**src/hdl/fskh_pkg.sv**
```systemverilog
`default_nettype none

package fskh_pkg;

    localparam logic [63:0] FNV_BASIS    = 64'hcbf29ce484222325;
    localparam logic [63:0] FNV_PRIME    = 64'h00000100000001b3;
    localparam logic [63:0] SM_GOLDEN    = 64'h9e3779b97f4a7c15;
    localparam logic [63:0] SM_MUL_A     = 64'hbf58476d1ce4e5b9;
    localparam logic [63:0] SM_MUL_B     = 64'h94d049bb133111eb;

    // FNV prime is 2^40 + 0x1b3: the high term is a shift, the low one a small constant
    localparam int unsigned FNV_PRIME_SHIFT = 40;
    localparam logic [8:0]  FNV_PRIME_LO    = FNV_PRIME[8:0];

    // Partial product of a 64 x 64 product modulo 2^64
    typedef enum logic [1:0] {
        PP_LL,    // a_lo * b_lo, full 64 bits, starts the sum
        PP_HL,    // a_hi * b_lo, low 32 bits into the upper half
        PP_LH     // a_lo * b_hi, low 32 bits into the upper half
    } pp_sel_t;

    typedef struct packed {
        logic    absorb;   // input word accepted this cycle
        logic    fold;     // add golden ratio, xor-shift 30, reload the basis
        logic    mul_en;   // run one partial product
        pp_sel_t pp;
        logic    mul_b;    // 0: first mix constant, 1: second
        logic    remix;    // xor-shift 27 of the first product
        logic    emit;     // xor-shift 31 into the output register
    } fskh_cmd_t;

endpackage

`default_nettype wire

```
**src/hdl/fskh_dp.sv**
```systemverilog
`default_nettype none

module fskh_dp (
    input  wire logic              clk,
    input  wire logic              rst_n,
    input  wire fskh_pkg::fskh_cmd_t cmd,
    input  wire logic [7:0]        data_byte,
    input  wire logic              byte_valid,
    output logic [63:0]            hash_key
);

    logic [63:0] hash_reg;
    logic [63:0] hash_next;
    logic [63:0] x_reg;
    logic [63:0] x_next;
    logic [63:0] acc_reg;
    logic [63:0] acc_next;
    logic [63:0] key_reg;
    logic [63:0] key_next;

    logic [63:0] hx;
    logic [63:0] fnv_step;
    logic [63:0] seeded;
    logic [63:0] mix_const;
    logic [31:0] op_a;
    logic [31:0] op_b;
    logic [63:0] prod;

    // FNV-1a step: xor the byte, then multiply by 2^40 + 0x1b3
    always_comb
    begin
        hx       = hash_reg ^ {56'd0, data_byte};
        fnv_step = (hx << fskh_pkg::FNV_PRIME_SHIFT)
                 + hx * {55'd0, fskh_pkg::FNV_PRIME_LO};
    end

    always_comb
    begin
        hash_next = hash_reg;
        if (cmd.fold)
        begin
            hash_next = fskh_pkg::FNV_BASIS;
        end
        else if (cmd.absorb && byte_valid)
        begin
            hash_next = fnv_step;
        end
    end

    always_comb
    begin
        seeded = hash_reg + fskh_pkg::SM_GOLDEN;
        x_next = x_reg;
        if (cmd.fold)
        begin
            x_next = seeded ^ (seeded >> 30);
        end
        else if (cmd.remix)
        begin
            x_next = acc_reg ^ (acc_reg >> 27);
        end
    end

    // One shared 32 x 32 multiplier, three partial products per 64-bit product
    always_comb
    begin
        mix_const = cmd.mul_b ? fskh_pkg::SM_MUL_B : fskh_pkg::SM_MUL_A;
        op_a      = (cmd.pp == fskh_pkg::PP_HL) ? x_reg[63:32] : x_reg[31:0];
        op_b      = (cmd.pp == fskh_pkg::PP_LH) ? mix_const[63:32] : mix_const[31:0];
        prod      = {32'd0, op_a} * {32'd0, op_b};
        acc_next  = acc_reg;
        if (cmd.mul_en)
        begin
            case (cmd.pp)
                fskh_pkg::PP_LL: acc_next = prod;
                fskh_pkg::PP_HL,
                fskh_pkg::PP_LH: acc_next = acc_reg + {prod[31:0], 32'd0};
                default:         acc_next = acc_reg;
            endcase
        end
    end

    always_comb
    begin
        key_next = key_reg;
        if (cmd.emit)
        begin
            key_next = acc_reg ^ (acc_reg >> 31);
        end
    end

    always_ff @(posedge clk or negedge rst_n)
    begin
        if (!rst_n)
        begin
            hash_reg <= fskh_pkg::FNV_BASIS;
        end
        else
        begin
            hash_reg <= hash_next;
        end
    end

    always_ff @(posedge clk)
    begin
        x_reg   <= x_next;
        acc_reg <= acc_next;
        key_reg <= key_next;
    end

    assign hash_key = key_reg;

endmodule

`default_nettype wire

```
**src/hdl/fskh_ctrl.sv**
```systemverilog
`default_nettype none

module fskh_ctrl (
    input  wire logic                clk,
    input  wire logic                rst_n,
    input  wire logic                in_valid,
    input  wire logic                last,
    input  wire logic                out_stall,
    output logic                     in_stall,
    output logic                     out_valid,
    output fskh_pkg::fskh_cmd_t      cmd
);

    typedef enum logic [3:0] {
        ST_IDLE,
        ST_MIX1,
        ST_MA0,
        ST_MA1,
        ST_MA2,
        ST_MIX2,
        ST_MB0,
        ST_MB1,
        ST_MB2,
        ST_EMIT
    } state_t;

    state_t state_reg;
    state_t state_next;
    logic   out_valid_reg;
    logic   out_valid_next;
    logic   out_free;

    assign out_free = !out_valid_reg || !out_stall;

    always_comb
    begin
        cmd        = '0;
        cmd.pp     = fskh_pkg::PP_LL;
        state_next = state_reg;
        case (state_reg)
            ST_IDLE:
            begin
                cmd.absorb = in_valid;
                if (in_valid && last)
                begin
                    state_next = ST_MIX1;
                end
            end
            ST_MIX1:
            begin
                cmd.fold   = 1'b1;
                state_next = ST_MA0;
            end
            ST_MA0:
            begin
                cmd.mul_en = 1'b1;
                cmd.pp     = fskh_pkg::PP_LL;
                state_next = ST_MA1;
            end
            ST_MA1:
            begin
                cmd.mul_en = 1'b1;
                cmd.pp     = fskh_pkg::PP_HL;
                state_next = ST_MA2;
            end
            ST_MA2:
            begin
                cmd.mul_en = 1'b1;
                cmd.pp     = fskh_pkg::PP_LH;
                state_next = ST_MIX2;
            end
            ST_MIX2:
            begin
                cmd.remix  = 1'b1;
                state_next = ST_MB0;
            end
            ST_MB0:
            begin
                cmd.mul_en = 1'b1;
                cmd.mul_b  = 1'b1;
                cmd.pp     = fskh_pkg::PP_LL;
                state_next = ST_MB1;
            end
            ST_MB1:
            begin
                cmd.mul_en = 1'b1;
                cmd.mul_b  = 1'b1;
                cmd.pp     = fskh_pkg::PP_HL;
                state_next = ST_MB2;
            end
            ST_MB2:
            begin
                cmd.mul_en = 1'b1;
                cmd.mul_b  = 1'b1;
                cmd.pp     = fskh_pkg::PP_LH;
                state_next = ST_EMIT;
            end
            ST_EMIT:
            begin
                // hold until the output register is free
                if (out_free)
                begin
                    cmd.emit   = 1'b1;
                    state_next = ST_IDLE;
                end
            end
            default:
            begin
                state_next = ST_IDLE;
            end
        endcase
    end

    always_comb
    begin
        out_valid_next = out_valid_reg;
        if (cmd.emit)
        begin
            out_valid_next = 1'b1;
        end
        else if (out_valid_reg && !out_stall)
        begin
            out_valid_next = 1'b0;
        end
    end

    always_ff @(posedge clk or negedge rst_n)
    begin
        if (!rst_n)
        begin
            state_reg     <= ST_IDLE;
            out_valid_reg <= 1'b0;
        end
        else
        begin
            state_reg     <= state_next;
            out_valid_reg <= out_valid_next;
        end
    end

    assign in_stall  = (state_reg != ST_IDLE);
    assign out_valid = out_valid_reg;

endmodule

`default_nettype wire

```
**src/hdl/fnv1a_splitmix_key_hasher.sv**
```systemverilog
`default_nettype none

// Channel | Direction | Handshake           | Word
// --------+-----------+---------------------+----------------------------------
// in      | sink      | in_valid / in_stall | data_byte, byte_valid, last
// out     | source    | out_valid/out_stall | hash_key (64-bit finalized key)
//
// Words without last are absorbed at one per cycle while in_stall is low:
// the FNV-1a step (xor, then multiply by 2^40 + 0x1b3) runs in the accept
// cycle. A word with last is absorbed too, then the splitmix64 finalizer
// runs on one shared 32 x 32 multiplier (three partial products per 64-bit
// product, two products), with in_stall high throughout.
// The key lands in an output register; a stalled key holds, and the next
// string's bytes are taken while it waits. A finished key waits in the last
// finalizer step only if the previous key is still not taken.
// Reset loads the FNV offset basis and clears out_valid.
module fnv1a_splitmix_key_hasher (
    input  wire logic        clk,
    input  wire logic        rst_n,
    input  wire logic        in_valid,
    output logic             in_stall,
    input  wire logic [7:0]  data_byte,
    input  wire logic        byte_valid,
    input  wire logic        last,
    output logic             out_valid,
    input  wire logic        out_stall,
    output logic [63:0]      hash_key
);

    fskh_pkg::fskh_cmd_t cmd;

    // Sequencer: accepts words, steps the finalizer, owns out_valid
    fskh_ctrl u_ctrl (
        .clk       (clk),
        .rst_n     (rst_n),
        .in_valid  (in_valid),
        .last      (last),
        .out_stall (out_stall),
        .in_stall  (in_stall),
        .out_valid (out_valid),
        .cmd       (cmd)
    );

    // Running hash, mixing registers and the shared multiplier
    fskh_dp u_dp (
        .clk        (clk),
        .rst_n      (rst_n),
        .cmd        (cmd),
        .data_byte  (data_byte),
        .byte_valid (byte_valid),
        .hash_key   (hash_key)
    );

    // A word with last must close the input for the finalizer
    a_last_stalls: assert property (@(posedge clk) disable iff (!rst_n)
        (in_valid && !in_stall && last) |=> in_stall)
        else $error("input not stalled after a last word");

    // Fold only right after an accepted last word
    a_fold_after_last: assert property (@(posedge clk) disable iff (!rst_n)
        cmd.fold |-> $past(in_valid && !in_stall && last))
        else $error("finalizer started without a last word");

    // An emitted key shows as valid next cycle
    a_emit_valid: assert property (@(posedge clk) disable iff (!rst_n)
        cmd.emit |=> out_valid)
        else $error("emitted key not presented");

    // Never overwrite a key still waiting under stall
    a_no_overwrite: assert property (@(posedge clk) disable iff (!rst_n)
        cmd.emit |-> (!out_valid || !out_stall))
        else $error("pending key overwritten");

    // Datapath steps are mutually exclusive
    a_one_step: assert property (@(posedge clk) disable iff (!rst_n)
        $onehot0({cmd.absorb, cmd.fold, cmd.mul_en, cmd.remix, cmd.emit}))
        else $error("overlapping datapath steps");

endmodule

`default_nettype wire

```
**config.mk**
```make
export PLATFORM = sky130hd
export DESIGN_NAME = fnv1a_splitmix_key_hasher
export DESIGN_NICKNAME = d
export VERILOG_FILES = /design/src/hdl/fskh_pkg.sv /design/src/hdl/fskh_dp.sv /design/src/hdl/fskh_ctrl.sv /design/src/hdl/fnv1a_splitmix_key_hasher.sv
export SDC_FILE = /design/constraint.sdc
export NUM_CORES = 2
export LEC_CHECK = 0
export BUFFER_PORTS_ARGS = -buffer_cell sky130_fd_sc_hd__buf_2
export CORE_MARGIN = 2
export CORE_UTILIZATION = 60
export DETAILED_ROUTE_END_ITERATION = 16
export GPL_ROUTABILITY_DRIVEN = 0
export PLACE_DENSITY = 0.76
export SETUP_SLACK_MARGIN = 0.02
export SYNTH_ARGS = -nofsm -noshare
export SYNTH_HDL_FRONTEND = slang
export SYNTH_SLANG_ARGS = --single-unit
```
**constraint.sdc**
```tcl
create_clock -name clk -period 13.7 [get_ports clk]
set_input_delay 4.11 -clock clk [delete_from_list [all_inputs] [get_ports clk]]
set_output_delay 4.11 -clock clk [all_outputs]
set_load 0.005 [all_outputs]
```
=== Word-level counts from Yosys, hierarchy flattened ===
Cells that the tools add are included.

* Bits in registers: 261
* Bits in writable memories: 0
* Input port bits: 14
* Bits in latches: 0
* Bits in read-only memories: 0
* Memories kept: 0
* Word-level logic and storage cells: 68

* Multipliers: 2
* Divide/modulo/power cells: 0
* Reductions and logical operators: 20
* Mux-type cells: 20
* Bitwise operators: 4
* Eq/ne operators: 13
* Order comparisons: 0
* Add/sub/neg operators: 3
* Shift operators: 0

{| class="wikitable"
|+ Operators with widths
! operator !! number
|-
| two-way mux 64 bit || 4
|-
| adder 64 bit || 2
|-
| one-hot mux 64 bit (2 select lines) || 1
|-
| adder 64 bit (second input constant) || 1
|-
| multiplier 32 x 32 -> 64 bit || 1
|-
| multiplier 64 x 9 -> 64 bit (second input constant) || 1
|-
| two-way mux 32 bit || 2
|-
| bitwise XOR 64 x 33 -> 64 bit || 1
|-
| bitwise XOR 64 x 34 -> 64 bit || 1
|-
| bitwise XOR 64 x 37 -> 64 bit || 1
|-
| bitwise XOR 64 x 8 -> 64 bit || 1
|-
| two-way mux 62 bit || 1
|-
| one-hot mux 4 bit (10 select lines) || 1
|-
| == test 4 x 3 -> 1 bit (second input constant) || 4
|-
| one-hot mux 3 bit (3 select lines) || 1
|-
| == test 4 x 2 -> 1 bit (second input constant) || 2
|-
| == test 4 bit (second input constant) || 2
|-
| two-way mux 1 bit || 8
|-
| two-way mux 4 bit || 2
|-
| nonzero test 2 bit || 4
|-
| OR reduction 2 bit || 4
|-
| == test 4 x 1 -> 1 bit (second input constant) || 1
|-
| logical NOT 4 bit || 1
|-
| != test 2 x 1 -> 1 bit (second input constant) || 2
|-
| other kinds (9) || 13
|}

=== Logic depth before layout (Yosys ltp) ===
* Word-level depth: 8
* Gate-level depth with buffers: 43
* Depth with buffers taken out: 39

=== Cells and area by module ===
A second synthesis with hierarchy kept.

* Cell total of the unflattened synthesis: 5,510
* Area, all modules: 54,528.5 um2

{| class="wikitable"
|+ By module, submodules not included
! module !! instances !! cells an instance !! seq. area each (um2) !! area each (um2)
|-
| fskh_dp || 1 || 5,473 || 7,402.1 || 54,203.2
|-
| fskh_ctrl || 1 || 37 || 125.1 || 325.3
|}

=== Worst setup path before layout ===
OpenSTA, ideal clock, no wires.

* Path kind: flip-flop to flip-flop
* From: reg u_ctrl.state_reg[1]
* To: reg u_dp.acc_reg[63], data pin
* Clock period less this slack: 10,789 ps
* Stages on the path, launching flop included: 41
* Slack: 2,911 ps
* Setup time: 173 ps
* Arrival time: 10,616 ps
* Path through: dfrtp_1 > clkbuf_1 > nor2b_1 > nand2_1 > inv_1 > ha_1 > clkbuf_1 > buf_1 > clkbuf_1 > mux2i_1 > clkbuf_1 > inv_1 > nand2_1 > fa_1 > inv_1 > fa_1 > inv_1 > fa_1 > (+5 left out) > inv_1 > fa_1 > fa_1 > ha_1 > clkbuf_1 > nand2_1 > or4_1 > nor3_1 > nor2_1 > o31ai_1 > xor2_1 > ha_1 > nand3_1 > or3_1 > o21ai_0 > a41oi_1 > a21oi_1 > nor4bb_2

* Word-level cells in the longest chain between the ends: 8

{| class="wikitable"
|+ Ends and longest elaborated chain
! element !! RTL line !! text
|-
| from (decl) || fskh_ctrl.sv:27 || <nowiki>state_t state_reg;</nowiki>
|-
| from (signal assigned) || fskh_ctrl.sv:136 || <nowiki>state_reg <= state_next;</nowiki>
|-
| == test 4 x 3 -> 1 bit (tied with other cells) || fskh_ctrl.sv:40 || <nowiki>case (state_reg)</nowiki>
|-
| OR reduction 2 bit (no source line) / OR reduction 3 bit (equally long branches) || -- ||
|-
| one-hot mux 3 bit (3 select lines) / two-way mux 1 bit (equally long branches) || fskh_ctrl.sv:40 ||
|-
| == test 2 x 1 -> 1 bit (tied with other cells) || fskh_dp.sv:68, fskh_dp.sv:74 ||
|-
| two-way mux 32 bit, on equally long branches || fskh_dp.sv:68, fskh_dp.sv:69 ||
|-
| multiplier 32 x 32 -> 64 bit || fskh_dp.sv:70 || <nowiki>prod = {32'd0, op_a} * {32'd0, op_b};</nowiki>
|-
| adder 64 bit || fskh_dp.sv:77 || <nowiki>fskh_pkg::PP_LH: acc_next = acc_reg + {prod[31:0], 32'd0};</nowiki>
|-
| one-hot mux 64 bit (2 select lines) (*) || fskh_dp.sv:74 || <nowiki>case (cmd.pp)</nowiki>
|-
| to (signal assigned) || fskh_dp.sv:107 || <nowiki>acc_reg <= acc_next;</nowiki>
|-
| to (decl) || fskh_dp.sv:16 || <nowiki>logic [63:0] acc_reg;</nowiki>
|}

Mark *: on every way between the ends. The rest lies on a longest branch, timed or not.
A chain may end at the register's enable or synchronous reset.

=== Worst setup path in the final report ===
Ends and elaborated chain as after synthesis.

==> summary.md <==
| Metric | Value |
|---|---|
| Primary FF master, synth | edfxtp_1 |
| Run status | completed |
| Layout Nets | 7,290 |
| Most frequent cells in the layout | inv_1, fa_1, ha_1, nor2_1, nand2_1 |
| H-tree depth | 1 |
| Post-synthesis sequential area ratio | 13.59% |
| Synth unique cells | 99 |
| Most common cell after layout, fill and taps aside | inv_1 |
| Min cycle time layout | 11.86 ns |
| Clock skew | 0.02257 ns |
| Core area | 91,520 um2 |
| Post-CTS setup buffers | 0 |
| Final setup TNS | 0 ns |
| CP Data Arrival Time | 12.28 ns |
| Mapped Cells | 5,608 |
| Die ar. | 94,740 um2 |
| CTS Buffer Depth | 3 |
| Via density | 5.999 |
| Met2 WL | 77,630 um |
| HPWL Detailed | 143,800 um |
| Tcrit/Tclk final | 86.56% |
| Syn-to-layout area delta | 4.609% |
| Post_cts resized | 0 |
| Top sig layer | met5 |
| Initial antenna violation count | 2 |
| Area of the mapped netlist | 55,380 um2 |
| Element type at the critical path end | register |
| Worst r2r dst | u_dp.acc_reg[63]$_DFFE_PP_ |
| CP most frequent cell | fa_1 |
| CP Launch Type | register |
| Hold-fix buffers at CTS | 0 |
| Slowest cell on crit path | a2111oi_1 |
| Synth Register Bits | 261 |
| Clock Sinks | 261 |
| Worst setup path endpoint | u_dp.acc_reg[63]$_DFFE_PP_ |
| WL/cell | 25.00 um |
| Initial detailed-routing violation count | 4,569 |
| RSZ-0062 raised after global routing | no |
| Clock root buffer | clkbuf_16 |
| First-pass GRT wire length | 260,800 um |
| Max Fanout on Critical Path | 23 |
| Setup crit start | u_ctrl.state_reg[1]$_DFFE_PN0P_ |
| Syn Area/Cell | 9.875 um2 |
| Row cnt | 111 |
| WP data required | 14.12 ns |
| Total global-route track usage | 37.09% |
| DRC violations left | 0 |
| Clk slew on worst S/H paths | 0.07 ns |
| Critical path class | reg2reg |
| Ys Warns | 0 |
| Max Cap Viol | 0 |
| Die W | 307.8 um |
| Max frequency | 0.08433 GHz |
| Buffers on Ports | 79 |
| # IOs | 80 |
| Die Y-Extent | 307.8 um |
| Met1 WL | 59,640 um |
| TritonCTS Buffers | 26 |
| Share of cells above drive strength 1 | 5.142% |
| R2R Setup Slk | 1.84 ns |
| Slew of the pin with the lowest slew margin | 1.086 ns |
| Antenna Nets Post-Route | 0 |
| Synthesized Nets | 7,298 |
| Vias in the first global route | 43,960 |
| HP Class | reg2reg |
| Max-Slew Margin vs Limit | 27.44% |
| Worst-case reg-to-reg path depth | 31 |
| Final Hold Viols | 0 |
| Metal3 WL | 19,380 um |
| Worst-Skew Late Latency | 0.59 ns |
| # setup viols final | 0 |
| GRT overflow | 0 |
| Post-synth EDFFs | 192 |
| Via count | 40,840 |
| Largest net degree at the start of global routing | 110 |
| Worst path max stage delay | 0.89 ns |
| WL final | 170,200 um |
| Initial Utilization | 60.51% |
| Count of final max-slew check failures | 0 |
| Detailed-router iteration count before antenna repair | 8 |
| Async set or reset register ratio after synthesis | 26.44% |
| CTS tree | built |
| R2r startpoint | u_ctrl.state_reg[1]$_DFFE_PN0P_ |
layer usage:
metal	up-vias	GRT usage, %
li1	17460	-
met1	20150	45.25
met2	2523	58.91
met3	703	9.910
met4	2	22.93
met5	-	0
per-stage QoR:
| stage | hold WS [ns] | setup WS, ns | util [%] | instances | cell area [um2] |
|---|---|---|---|---|---|
| 2_1_floorplan | 0.5036 | 2.911 | - | 5608 | 55380 |
| 3_3_place_gp | 0.5805 | 2.232 | 62.34 | 6758 | 57060 |
| 3_5_place_dp | 0.5834 | 2.016 | 62.34 | 6758 | 57060 |
| 4_1_cts | 0.5973 | 1.950 | 63.29 | 6806 | 57930 |
| 5_1_grt | 0.6060 | 1.404 | 63.29 | 6806 | 57930 |
| 6_report | 0.5740 | 1.842 | 63.30 | 6807 | 57930 |
how the worst min path moves through the flow:
stage                                  start                             to  slack (ns)  cells past startpoint
2_1_floorplan   u_ctrl.out_valid$_DFFE_PN0P_   u_ctrl.out_valid$_DFFE_PN0P_        0.50                      1
3_3_place_gp   u_dp.hash_reg[46]$_DFFE_PN0P_  u_dp.hash_reg[46]$_DFFE_PN0P_        0.58                      2
3_5_place_dp    u_ctrl.out_valid$_DFFE_PN0P_   u_ctrl.out_valid$_DFFE_PN0P_        0.58                      1
4_1_cts         u_ctrl.out_valid$_DFFE_PN0P_   u_ctrl.out_valid$_DFFE_PN0P_        0.60                      1
5_1_grt         u_ctrl.out_valid$_DFFE_PN0P_   u_ctrl.out_valid$_DFFE_PN0P_        0.61                      1
6_report        u_ctrl.out_valid$_DFFE_PN0P_   u_ctrl.out_valid$_DFFE_PN0P_        0.57                      1
cell families after synthesis:
family | after synthesis | share of synthesized area, %
mux | 44 | 0.8269
xor+xnor | 336 | 5.416
simple gates | 1063 | 9.144
compound gates | 728 | 8.437
buf+inv | 1500 | 10.20
fa+ha+maj | 1676 | 52.39
flops | 261 | 13.59
cell usage after synthesis, types with 8 or more instances:
cell type / instances / area [um2]
dfstp_2: 28 / 735.7
a41oi_1: 8 / 70.07
or2_2: 22 / 137.6
a21o_1: 88 / 660.6
a31oi_1: 24 / 150.1
dfrtp_1: 41 / 1026
o211ai_1: 15 / 112.6
nand2b_1: 78 / 488.0
a211oi_1: 19 / 142.6
fa_1: 1071 / 21440
o31ai_1: 9 / 67.56
o21a_1: 20 / 150.1
ha_1: 605 / 7570
nand4_1: 34 / 212.7
nand3_1: 82 / 410.4
a21oi_1: 192 / 960.9
buf_2: 9 / 45.04
o21ai_1: 19 / 95.09
nor4_1: 8 / 50.05
nor3_1: 37 / 185.2
inv_1: 1330 / 4992
nor2b_1: 85 / 531.8
mux2i_1: 30 / 300.3
xnor2_1: 177 / 1550
xor2_1: 155 / 1358
mux2_2: 14 / 157.7
nor2_1: 306 / 1149
clkbuf_1: 144 / 540.5
edfxtp_1: 192 / 5766
or3_1: 9 / 56.30
and2_1: 73 / 456.7
nand2_1: 291 / 1092
and3_1: 18 / 112.6
o21bai_1: 31 / 232.7
o21ai_0: 199 / 996.0
cell type report:
cell class,instances,area [um2]
diodes,1,2.502
inverters,1338,5022
clock buffers,29,661.9
multi-input cells,3847,42280
fillers,7307,33590
flip-flops and latches,261,7527
repair buffers,126,750.7
clock inverters,19,205.2
well taps,1186,1484
critical path, delay by kind of cell (launching register included):
kind	cells	cell delay [ns]
fa+ha+maj	11	5.31
buf+inv	7	1.95
simple gates	8	1.89
compound gates	3	1.18
flops	1	0.56
mux	1	0.40
xor+xnor	1	0.35
Power is left out: the tool's default activity adds up to more than one toggle a clock period on the data nets, which glitch-free logic cannot reach.
